## config.mk

```make
export PLATFORM = sky130hd
export DESIGN_NAME = gregorian_date_step
export DESIGN_NICKNAME = d
export VERILOG_FILES = /design/src/hw/rtl/gds_pkg.sv /design/src/hw/rtl/gds_cal.sv /design/src/hw/rtl/gregorian_date_step.sv
export SDC_FILE = /design/constraint.sdc
export NUM_CORES = 1
export LEC_CHECK = 0
export BUFFER_PORTS_ARGS = -buffer_cell sky130_fd_sc_hd__buf_2
export CAP_MARGIN = 20
export CORE_UTILIZATION = 40
export DETAILED_ROUTE_END_ITERATION = 16
export PLACE_DENSITY = 0.66
export SYNTH_ARGS = -nofsm -noshare
export SYNTH_HDL_FRONTEND = slang
export SYNTH_SLANG_ARGS = --single-unit
```

## constraint.sdc

```tcl
create_clock -name clk -period 8.75 [get_ports clk]
set_input_delay 1.3125 -clock clk [delete_from_list [all_inputs] [get_ports clk]]
set_output_delay 1.3125 -clock clk [all_outputs]
set_load 0.05 [all_outputs]
```

## src/hw/rtl/gds_pkg.sv

```systemverilog
// Shared types, constants and small arithmetic functions for the Gregorian date step block.
package gds_pkg;

    localparam int YEAR_W  = 14;
    localparam int MONTH_W = 4;
    localparam int DAY_W   = 5;
    localparam int WDAY_W  = 3;
    localparam int Y400_W  = 9;
    localparam int Y100_W  = 7;
    localparam int WSUM_W  = 12;

    localparam logic [YEAR_W-1:0]  YEAR_MAX  = 14'd9999;
    localparam logic [MONTH_W-1:0] MONTH_JAN = 4'd1;
    localparam logic [MONTH_W-1:0] MONTH_FEB = 4'd2;
    localparam logic [MONTH_W-1:0] MONTH_DEC = 4'd12;
    localparam logic [DAY_W-1:0]   DAY_FIRST = 5'd1;
    localparam logic [DAY_W-1:0]   DEC_LEN   = 5'd31;

    // Days per month in a common year, indexed by the raw month code (0 for bad codes)
    localparam logic [DAY_W-1:0] BASE_LEN [0:15] = '{
        5'd0,  5'd31, 5'd28, 5'd31, 5'd30, 5'd31, 5'd30, 5'd31,
        5'd31, 5'd30, 5'd31, 5'd30, 5'd31, 5'd0,  5'd0,  5'd0
    };

    // Month offset floor((26*mm - 2) / 10) with mm = (month + 9) % 12 + 1, by raw month code
    localparam logic [DAY_W-1:0] MON_OFS [0:15] = '{
        5'd25, 5'd28, 5'd31, 5'd2,  5'd5,  5'd7,  5'd10, 5'd12,
        5'd15, 5'd18, 5'd20, 5'd23, 5'd25, 5'd28, 5'd31, 5'd2
    };

    // Per-item calendar results passed from the calendar stage to the weekday stage
    typedef struct packed {
        logic                 date_valid;
        logic                 leap_year;
        logic [DAY_W-1:0]     month_length;
        logic [WSUM_W-1:0]    wsum;
        logic [YEAR_W-1:0]    next_year;
        logic [MONTH_W-1:0]   next_month;
        logic [DAY_W-1:0]     next_day;
        logic [YEAR_W-1:0]    prev_year;
        logic [MONTH_W-1:0]   prev_month;
        logic [DAY_W-1:0]     prev_day;
    } gds_cal_t;

    // Year mod 400: (year / 16) mod 25 by reciprocal 41/1024 (exact below 1024), low nibble kept
    function automatic logic [Y400_W-1:0] mod400(input logic [YEAR_W-1:0] y);
        logic [9:0]  x;
        logic [15:0] prod;
        logic [5:0]  q;
        logic [9:0]  q25;
        logic [9:0]  r;
        x    = y[YEAR_W-1:4];
        prod = 16'(x) * 16'd41;
        q    = prod[15:10];
        q25  = (10'(q) << 4) + (10'(q) << 3) + 10'(q);
        r    = x - q25;
        return {r[4:0], y[3:0]};
    endfunction

    // Value below 100 mod 25 by compare and subtract
    function automatic logic [4:0] mod25(input logic [6:0] v);
        logic [6:0] r;
        if (v >= 7'd75)
            r = v - 7'd75;
        else if (v >= 7'd50)
            r = v - 7'd50;
        else if (v >= 7'd25)
            r = v - 7'd25;
        else
            r = v;
        return r[4:0];
    endfunction

    // Weighted sum mod 7 by reciprocal 2341/16384 (exact below 5461)
    function automatic logic [WDAY_W-1:0] mod7(input logic [WSUM_W-1:0] w);
        logic [23:0] prod;
        logic [9:0]  q;
        logic [WSUM_W-1:0] q7;
        logic [WSUM_W-1:0] r;
        prod = 24'(w) * 24'd2341;
        q    = prod[23:14];
        q7   = (WSUM_W'(q) << 3) - WSUM_W'(q);
        r    = w - q7;
        return r[WDAY_W-1:0];
    endfunction

endpackage

```

## src/hw/rtl/gds_cal.sv

```systemverilog
// Calendar logic: validity, leap year, month length, neighbor dates and weekday sum.
module gds_cal (
    input  logic [gds_pkg::YEAR_W-1:0]  year,
    input  logic [gds_pkg::MONTH_W-1:0] month,
    input  logic [gds_pkg::DAY_W-1:0]   day,
    input  logic [gds_pkg::Y400_W-1:0]  year_mod400,
    output gds_pkg::gds_cal_t           cal
);
    import gds_pkg::*;

    logic [Y100_W-1:0]  y100;
    logic               leap;
    logic [DAY_W-1:0]   len;
    logic               valid;
    logic [Y400_W-1:0]  y4;
    logic [Y100_W-1:0]  y4_100;
    logic [MONTH_W-1:0] month_dn;
    logic [DAY_W-1:0]   len_dn;

    // Leap year and month length from the raw year
    assign y100 = {mod25(year_mod400[Y400_W-1:2]), year_mod400[1:0]};
    assign leap = (year_mod400 == '0) || ((year[1:0] == 2'd0) && (y100 != '0));
    assign len  = BASE_LEN[month] + DAY_W'((month == MONTH_FEB) && leap);

    assign valid = (year <= YEAR_MAX) && (len != '0) && (day != '0) && (day <= len);

    // January and February count in the previous year for the weekday
    always_comb
    begin
        if ((month == MONTH_JAN) || (month == MONTH_FEB))
            y4 = (year_mod400 == '0) ? 9'd399 : year_mod400 - 9'd1;
        else
            y4 = year_mod400;
    end
    assign y4_100 = {mod25(y4[Y400_W-1:2]), y4[1:0]};

    // Length of the month before, within the same year
    assign month_dn = month - 4'd1;
    assign len_dn   = BASE_LEN[month_dn] + DAY_W'((month_dn == MONTH_FEB) && leap);

    // Assemble neighbor dates; an invalid date maps to itself
    always_comb
    begin
        cal              = '0;
        cal.date_valid   = valid;
        cal.leap_year    = leap;
        cal.month_length = len;
        cal.wsum         = WSUM_W'(day) + WSUM_W'(MON_OFS[month])
                         + (WSUM_W'(y4[1:0]) << 2) + WSUM_W'(y4[1:0])
                         + (WSUM_W'(y4_100) << 2)
                         + (WSUM_W'(y4) << 2) + (WSUM_W'(y4) << 1);
        cal.next_year    = year;
        cal.next_month   = month;
        cal.next_day     = day;
        cal.prev_year    = year;
        cal.prev_month   = month;
        cal.prev_day     = day;
        if (valid)
        begin
            if (day == len)
            begin
                cal.next_day = DAY_FIRST;
                if (month == MONTH_DEC)
                begin
                    cal.next_month = MONTH_JAN;
                    cal.next_year  = (year == YEAR_MAX) ? '0 : year + 14'd1;
                end
                else
                begin
                    cal.next_month = month + 4'd1;
                end
            end
            else
            begin
                cal.next_day = day + 5'd1;
            end

            if (day == DAY_FIRST)
            begin
                if (month == MONTH_JAN)
                begin
                    cal.prev_month = MONTH_DEC;
                    cal.prev_year  = (year == '0) ? YEAR_MAX : year - 14'd1;
                    cal.prev_day   = DEC_LEN;
                end
                else
                begin
                    cal.prev_month = month_dn;
                    cal.prev_day   = len_dn;
                end
            end
            else
            begin
                cal.prev_day = day - 5'd1;
            end
        end
    end

endmodule

```

## src/hw/rtl/gregorian_date_step.sv

```systemverilog
// Gregorian date step: one date per cycle in, validity, leap year, weekday and neighbor dates out.
// Throughput: one date per cycle; busy is never raised, results stream with no stall.
// Stages: input register, year mod 400, calendar logic, weekday mod 7 into the result register.
// Reset: rst_n clears all stage valid bits and done asynchronously; payload is not reset.
module gregorian_date_step (
    input  logic                         clk,
    input  logic                         rst_n,
    input  logic                         start,
    output logic                         busy,
    input  logic [gds_pkg::YEAR_W-1:0]   year_in,
    input  logic [gds_pkg::MONTH_W-1:0]  month_in,
    input  logic [gds_pkg::DAY_W-1:0]    day_in,
    output logic                         done,
    output logic                         date_valid,
    output logic                         leap_year,
    output logic [gds_pkg::DAY_W-1:0]    month_length,
    output logic [gds_pkg::WDAY_W-1:0]   weekday,
    output logic [gds_pkg::YEAR_W-1:0]   next_year,
    output logic [gds_pkg::MONTH_W-1:0]  next_month,
    output logic [gds_pkg::DAY_W-1:0]    next_day,
    output logic [gds_pkg::YEAR_W-1:0]   prev_year,
    output logic [gds_pkg::MONTH_W-1:0]  prev_month,
    output logic [gds_pkg::DAY_W-1:0]    prev_day
);
    import gds_pkg::*;

    logic                in_vld_reg;
    logic [YEAR_W-1:0]   in_year_reg;
    logic [MONTH_W-1:0]  in_month_reg;
    logic [DAY_W-1:0]    in_day_reg;

    logic                ym_vld_reg;
    logic [YEAR_W-1:0]   ym_year_reg;
    logic [MONTH_W-1:0]  ym_month_reg;
    logic [DAY_W-1:0]    ym_day_reg;
    logic [Y400_W-1:0]   y400_next;
    logic [Y400_W-1:0]   y400_reg;

    gds_cal_t            cal_next;
    gds_cal_t            cal_reg;
    logic                cal_vld_reg;

    logic [WDAY_W-1:0]   weekday_next;
    logic                done_reg;
    gds_cal_t            res_reg;
    logic [WDAY_W-1:0]   weekday_reg;

    logic                accept;

    // Every cycle is open for a new date
    assign busy   = 1'b0;
    assign accept = start && !busy;

    assign y400_next = mod400(in_year_reg);

    gds_cal u_cal (
        .year        (ym_year_reg),
        .month       (ym_month_reg),
        .day         (ym_day_reg),
        .year_mod400 (y400_reg),
        .cal         (cal_next)
    );

    assign weekday_next = mod7(cal_reg.wsum);

    // Advance stage valid bits
    always_ff @(posedge clk or negedge rst_n)
    begin
        if (!rst_n)
        begin
            in_vld_reg  <= 1'b0;
            ym_vld_reg  <= 1'b0;
            cal_vld_reg <= 1'b0;
            done_reg    <= 1'b0;
        end
        else
        begin
            in_vld_reg  <= accept;
            ym_vld_reg  <= in_vld_reg;
            cal_vld_reg <= ym_vld_reg;
            done_reg    <= cal_vld_reg;
        end
    end

    // Advance payload through the stages
    always_ff @(posedge clk)
    begin
        if (accept)
        begin
            in_year_reg  <= year_in;
            in_month_reg <= month_in;
            in_day_reg   <= day_in;
        end
        ym_year_reg  <= in_year_reg;
        ym_month_reg <= in_month_reg;
        ym_day_reg   <= in_day_reg;
        y400_reg     <= y400_next;
        cal_reg      <= cal_next;
        res_reg      <= cal_reg;
        weekday_reg  <= weekday_next;
    end

    assign done         = done_reg;
    assign date_valid   = res_reg.date_valid;
    assign leap_year    = res_reg.leap_year;
    assign month_length = res_reg.month_length;
    assign weekday      = weekday_reg;
    assign next_year    = res_reg.next_year;
    assign next_month   = res_reg.next_month;
    assign next_day     = res_reg.next_day;
    assign prev_year    = res_reg.prev_year;
    assign prev_month   = res_reg.prev_month;
    assign prev_day     = res_reg.prev_day;

    // Each transfer in yields exactly one transfer out
    a_one_result: assert property (@(posedge clk) disable iff (!rst_n)
        accept |-> ##4 done)
        else $error("accepted date produced no result");

    a_no_spurious: assert property (@(posedge clk) disable iff (!rst_n)
        done |-> $past(accept, 4))
        else $error("result without an accepted date");

    a_invalid_self: assert property (@(posedge clk) disable iff (!rst_n)
        (done && !date_valid) |-> (next_year == prev_year && next_month == prev_month
                                   && next_day == prev_day))
        else $error("invalid date neighbors differ");

    a_valid_days: assert property (@(posedge clk) disable iff (!rst_n)
        (done && date_valid) |-> (next_day != '0 && prev_day != '0 && month_length != '0))
        else $error("valid date with zero day field");

    a_weekday_range: assert property (@(posedge clk) disable iff (!rst_n)
        done |-> (weekday != 3'd7))
        else $error("weekday out of range");

endmodule
```

==> results of run 1 <==
==> metrics by stage <==
| stage | std cells | cell area (um2) | utilization [%] | hold slack [ps] |
|---|---|---|---|---|
| after detailed placement | 1376 | 10800 | 44.1 | 312 |
| after global routing | 1408 | 11400 | 46.6 | 330 |
| after global placement | 1376 | 10800 | 44.1 | 313 |
| after floorplan | 995 | 10100 | - | 310 |
| final | 1408 | 11400 | 46.6 | 322 |
| after CTS | 1408 | 11400 | 46.6 | 324 |
==> cells by family after synthesis <==
kind of cell	Yosys count	synth area share, %
other cells	1	0.0371
simple gates	214	11.3
mux	9	0.916
compound gates	193	13.2
flops	176	37.3
buf+inv	155	5.98
xor+xnor	54	4.68
fa+ha+maj	193	26.6
==> cells in the mapped netlist (19+ instances only) <==
library cell	number	area [um2]
ha_1	156	1950
dfxtp_1	149	2980
inv_1	128	480
nand2_1	56	210
nor2_1	46	173
a21oi_1	44	220
xnor2_1	42	368
fa_1	37	741
o21ai_0	34	170
edfxtp_1	23	691
nand3_1	19	95.1
==> area by class of cell <==
cell class / count / area [um2]
flip-flops and latches: 176 / 3770
repair buffers: 82 / 410
fillers: 2269 / 13100
multi-input cells: 664 / 5730
clock inverters: 15 / 183
well taps: 324 / 405
inverters: 130 / 494
clock buffers: 17 / 425
==> per-layer routing <==
layer  share of wire, %  wire [um]  up-vias
met1                 46       9360     3322
li1                   -          -     3586
met3                4.1        824       24
met5                  0          0        -
met4                1.5        307        0
met2                 48       9840      159
==> worst max-delay path, delay by kind of cell (launching register included) <==
family          cells  cell delay [ps]
fa+ha+maj           6             2540
flops               1              620
xor+xnor            2              300
buf+inv             5              670
simple gates        5             1190
compound gates     10             1850
==> worst min-delay path by stage <==
stage / startpoint / slack (ps) / endpoint
floorplan: cal_reg[64]$_DFF_P_ / 310 / date_valid$_DFF_P_
global placement: cal_reg[3]$_DFF_P_ / 310 / prev_day[3]$_DFF_P_
detailed placement: cal_reg[60]$_DFF_P_ / 310 / month_length[2]$_DFF_P_
CTS: cal_reg[40]$_DFF_P_ / 320 / next_year[8]$_DFF_P_
global route: cal_reg[4]$_DFF_P_ / 330 / prev_day[4]$_DFF_P_
finish: cal_reg[40]$_DFF_P_ / 320 / next_year[8]$_DFF_P_
==> cells in the final DEF, fill, tap and decap left out, drive strengths merged, types with 17 or more instances in the layout <==
master / count
nand2: 59
clkbuf: 17
buf: 82
nor3: 17
nor2: 48
inv: 137
a21oi: 47
nand3: 19
xnor2: 42
o21ai: 36
ha: 156
fa: 37
dfxtp: 149
edfxtp: 23
==> metrics.cfg, run 1 <==
[worst_setup_path]
criticalPathCategory = reg -> reg
reg2reg_from = ym_month_reg[0]$_DFF_P_
endpoint = cal_reg[57]$_DFF_P_
crit_required_ps = 9120
crit_path_end_kind = flip-flop
crit_path_frequent_cell = inv_1
start_kind = flip-flop
crit_start = ym_month_reg[0]$_DFF_P_
cpMaxStageDelayCell = dfxtp_1
crit_fanout = 15
rrSetupSlack_ps = 1510
crit_arrival_ps = 7610
rr_worst_depth = 28
rr_endpoint = cal_reg[57]$_DFF_P_
max_stage_delay_ps = 620

[yosys]
synth.avg_cell_area_um2 = 10.2
syn-num-nets = 1214
ys.flop_type = dfxtp_1
ys_async_sr_fraction_pct = 2.27
ys_types = 88
netlist_area_mm2 = 0.0101
yosysSeqAreaShare_pct = 37.3
syn-instance-count = 995
synth-edff-count = 23
synth_seq_cells = 176
yosys_warnings = 0

[grt]
grt.busiest_layer = met2
antenna_found_initial = 0
grt_util_met2_pct = 28.1
grt_usage_pct = 16.5
overflow = 0
grt_use_met1_pct = 21.0
first_global_vias = 7023
met3_usage_pct = 3.21
grt_max_degree = 25
grt_pass1_wl_um = 33900

[timing]
tightestPinTransition_ps = 964
rsz0062_at_grt = false
fin_crit_ps = 7240
tns_ps = 0
slew_viol_final = 0
finalCritPeriodShare_pct = 82.7
relSlewSlack_pct = 35.2
setup_viol = 0
final-hold-violation-count = 0
fin_skew_ps = 14.8
fmax_mhz = 138
setup_slack_ps = 1510

[detailed_routing]
drtAntennaViolNets = 0
firstDrtPassIters = 5
drt_iter0_drc = 390
vias = 7091
drc = 0
vias_per_cell = 5.04
wl_per_cell_um = 14.4
routed_wl_um = 20300

[min_path]
hp-class = reg -> reg
min_path_cells = 0

[placed_design]
dpl_worst_slack_ps = 1580
gp_congestion = 0.894
dp_hpwl_um = 16000
numPortBuffers = 82

[cells_and_area]
layout-drive-gt1-share_pct = 13.8
syn_to_final_growth_pct = 13.0
largest_reg_flops = 65
antennaDiodeCount = 0
fin_nets = 1290

[clock_network]
cts_buffer_depth = 2
holdBufCountCts = 0
clkSinkCount = 176
cts_htree_levels = 4
cts_setup_buffers = 0
clkLatencyLatePin_ps = 440
cts_tree = built
clk_pin_slew_ps = 80
cts_made_buffers = 17
clockRootBuffer = clkbuf_16
cts_resized = 0

[die]
rows = 57
dieHeight_um = 161
die_width_um = 161
core_region_area_mm2 = 0.0245
start_util_pct = 41.2
die_area_mm2 = 0.0259
pin_count = 84

[flow_run]
drv_cap = 0

[outcome]
status = complete, no violations

Power of run 1 is left out: the tool's default activity adds up to more than one toggle a clock period on the data nets, which glitch-free logic cannot reach.
==> run 2: changes to the inputs <==
--- a/config.mk
+++ b/config.mk
@@ -9,7 +9,7 @@
 export CAP_MARGIN = 20
 export CORE_UTILIZATION = 40
 export DETAILED_ROUTE_END_ITERATION = 16
-export PLACE_DENSITY = 0.66
+export PLACE_DENSITY = 0.68
 export SYNTH_ARGS = -nofsm -noshare
 export SYNTH_HDL_FRONTEND = slang
 export SYNTH_SLANG_ARGS = --single-unit
==> constraint.sdc (replaced) <==
create_clock -name clk -period 6 [get_ports clk]
set_input_delay 0.9 -clock clk [delete_from_list [all_inputs] [get_ports clk]]
set_output_delay 0.9 -clock clk [all_outputs]
set_load 0.05 [all_outputs]
==> run 2 against run 1 <==
  * Sequential share of layout area shrank 1.2 points
  * Cell area rose by 3.9%
  * Global-route usage up 0.34 points
  * Die area is the same
  * Clock-buffer cell count increased by 4
  * Register-to-register slack got worse by 1300 ps
  * Critical path depth shrank 1
  * Setup slack worse by 1300 ps
==> metrics.cfg, run 2 (synthesis gave the netlist of run 1 again) <==
[cells_and_area]
fin_util_pct = 48.4
final_design_area_no_fill_mm2 = 0.0119
final_common_cell = ha_1
final-instance-count-excl-fill = 1447
antennaDiodeCount = 0
layout_common_cells = ha_1, dfxtp_1, inv_1
layout-drive-gt1-share_pct = 19.2
largest_reg_flops = 65
syn_to_final_growth_pct = 17.4
fill_cells = 2253
fin_nets = 1329

[clock_network]
holdBufCountCts = 0
clkSinkCount = 176
cts_buffer_depth = 2
clkLatencyLatePin_ps = 430
cts_made_buffers = 17
clockRootBuffer = clkbuf_16
cts_htree_levels = 4
clk_pin_slew_ps = 70
cts_tree = built

[grt]
overflow = 0
first_global_vias = 7243
antenna_found_initial = 0
grt_pass1_wl_um = 34700
grt_usage_pct = 16.8
grt_max_degree = 25

[flow_run]
drv_cap = 0

[placed_design]
postPlaceCellArea_mm2 = 0.0111
dp_cells = 1413
gp_congestion = 0.925
dp_hpwl_um = 16800
numPortBuffers = 82
dpl_worst_slack_ps = 72.3

[detailed_routing]
drc = 0
firstDrtPassIters = 5
drtAntennaViolNets = 0
wl_per_cell_um = 14.7
drt_iter0_drc = 388
vias_per_cell = 5.10
vias = 7376
routed_wl_um = 21200

[timing]
relSlewSlack_pct = 35.7
tightestPinTransition_ps = 955
rsz0062_at_grt = true
fin_crit_ps = 5790
final-hold-violation-count = 0
fmax_mhz = 173
setup_slack_ps = 210
finalCritPeriodShare_pct = 96.5
slew_viol_final = 0
setup_viol = 0
fin_skew_ps = 12.6

[worst_setup_path]
path_depth = 27
criticalPathCategory = reg -> reg
rrSetupSlack_ps = 210
cp_num_buf_inv = 4
crit_required_ps = 6360
start_kind = flip-flop
crit_arrival_ps = 6150
crit_fanout = 4
max_stage_delay_ps = 500
crit_path_end_kind = flip-flop
critPathTopFamily = adder cells
cpMaxStageDelayCell = fa_1
rr_worst_depth = 27
crit_path_frequent_cell = fa_1

[die]
core_region_area_mm2 = 0.0245
die_width_um = 161
rows = 57
dieHeight_um = 161
die_area_mm2 = 0.0259
start_util_pct = 41.2
pin_count = 84

[outcome]
status = complete, no violations

[min_path]
hp-class = in -> async

## run 2: metrics by stage
| stage | hold slack (ps) | setup TNS (ps) |
|---|---|---|
| 5_1_grt | 251 | -36.5 |
| 3_3_place_gp | 312 | 0 |
| 3_5_place_dp | 312 | 0 |
| 2_1_floorplan | 310 | 0 |
| 4_1_cts | 244 | 0 |
| 6_report | 259 | 0 |
## run 2: timing repair
item,CTS,global route
endpoints found under the setup margin,0,16
setup buffers,0,2
gates resized for setup,0,20
## run 2: worst reg2reg max path, stage by stage, from the launching register on
cell       delay (ps)
dfxtp_1           330
inv_2             100
ha_2              180
or4b_4            490
a2111oi_4         410
xnor2_2           170
nand2_2           120
ha_1              190
inv_1              50
a31oi_1            40
a311oi_2          270
a21oi_2            70
o21ai_1           180
xnor2_1           110
fa_1              500
inv_1              50
fa_1              500
inv_1              50
fa_1              500
fa_1              470
a21oi_1           140
nor2_1             50
nor2_1            150
o21bai_1          100
a21oi_2           160
o21bai_1           90
a21oi_2           140
xnor2_1           120
## run 2: worst paths after layout
| kind | start | end |
|---|---|---|
| worst max-delay path | y400_reg[4]$_DFF_P_ | cal_reg[57]$_DFF_P_ |
| worst min-delay path | rst_n | cal_vld_reg$_DFF_PN0_ |
| worst max register to register | y400_reg[4]$_DFF_P_ | cal_reg[57]$_DFF_P_ |
| worst min register to register | cal_reg[20]$_DFF_P_ | prev_year[11]$_DFF_P_ |
| max in group asynchronous | rst_n | in_vld_reg$_DFF_PN0_ |
| min in group clk | cal_reg[20]$_DFF_P_ | prev_year[11]$_DFF_P_ |
## run 2: area by class of cell
cell class | instances | area, um2 | area share [%]
Sequential cell | 176 | 3780 | 31.8
Tap cell | 324 | 405 | 3.42
Clock inverter | 11 | 134 | 1.13
Clock buffer | 21 | 493 | 4.15
Multi-Input combinational cell | 664 | 5850 | 49.3
Inverter | 130 | 494 | 4.16
Timing Repair Buffer | 121 | 716 | 6.03
## run 2: layer usage
layer,track usage [%],vias to the layer above,wire [um],share of wire (%)
met3,2.88,27,858,4.0
met5,0,-,0,0
met4,5.32,0,393,1.8
met2,28.6,190,10200,48
li1,-,3670,-,-
met1,21.8,3489,9840,46
Power of run 2 is left out for the same reason.
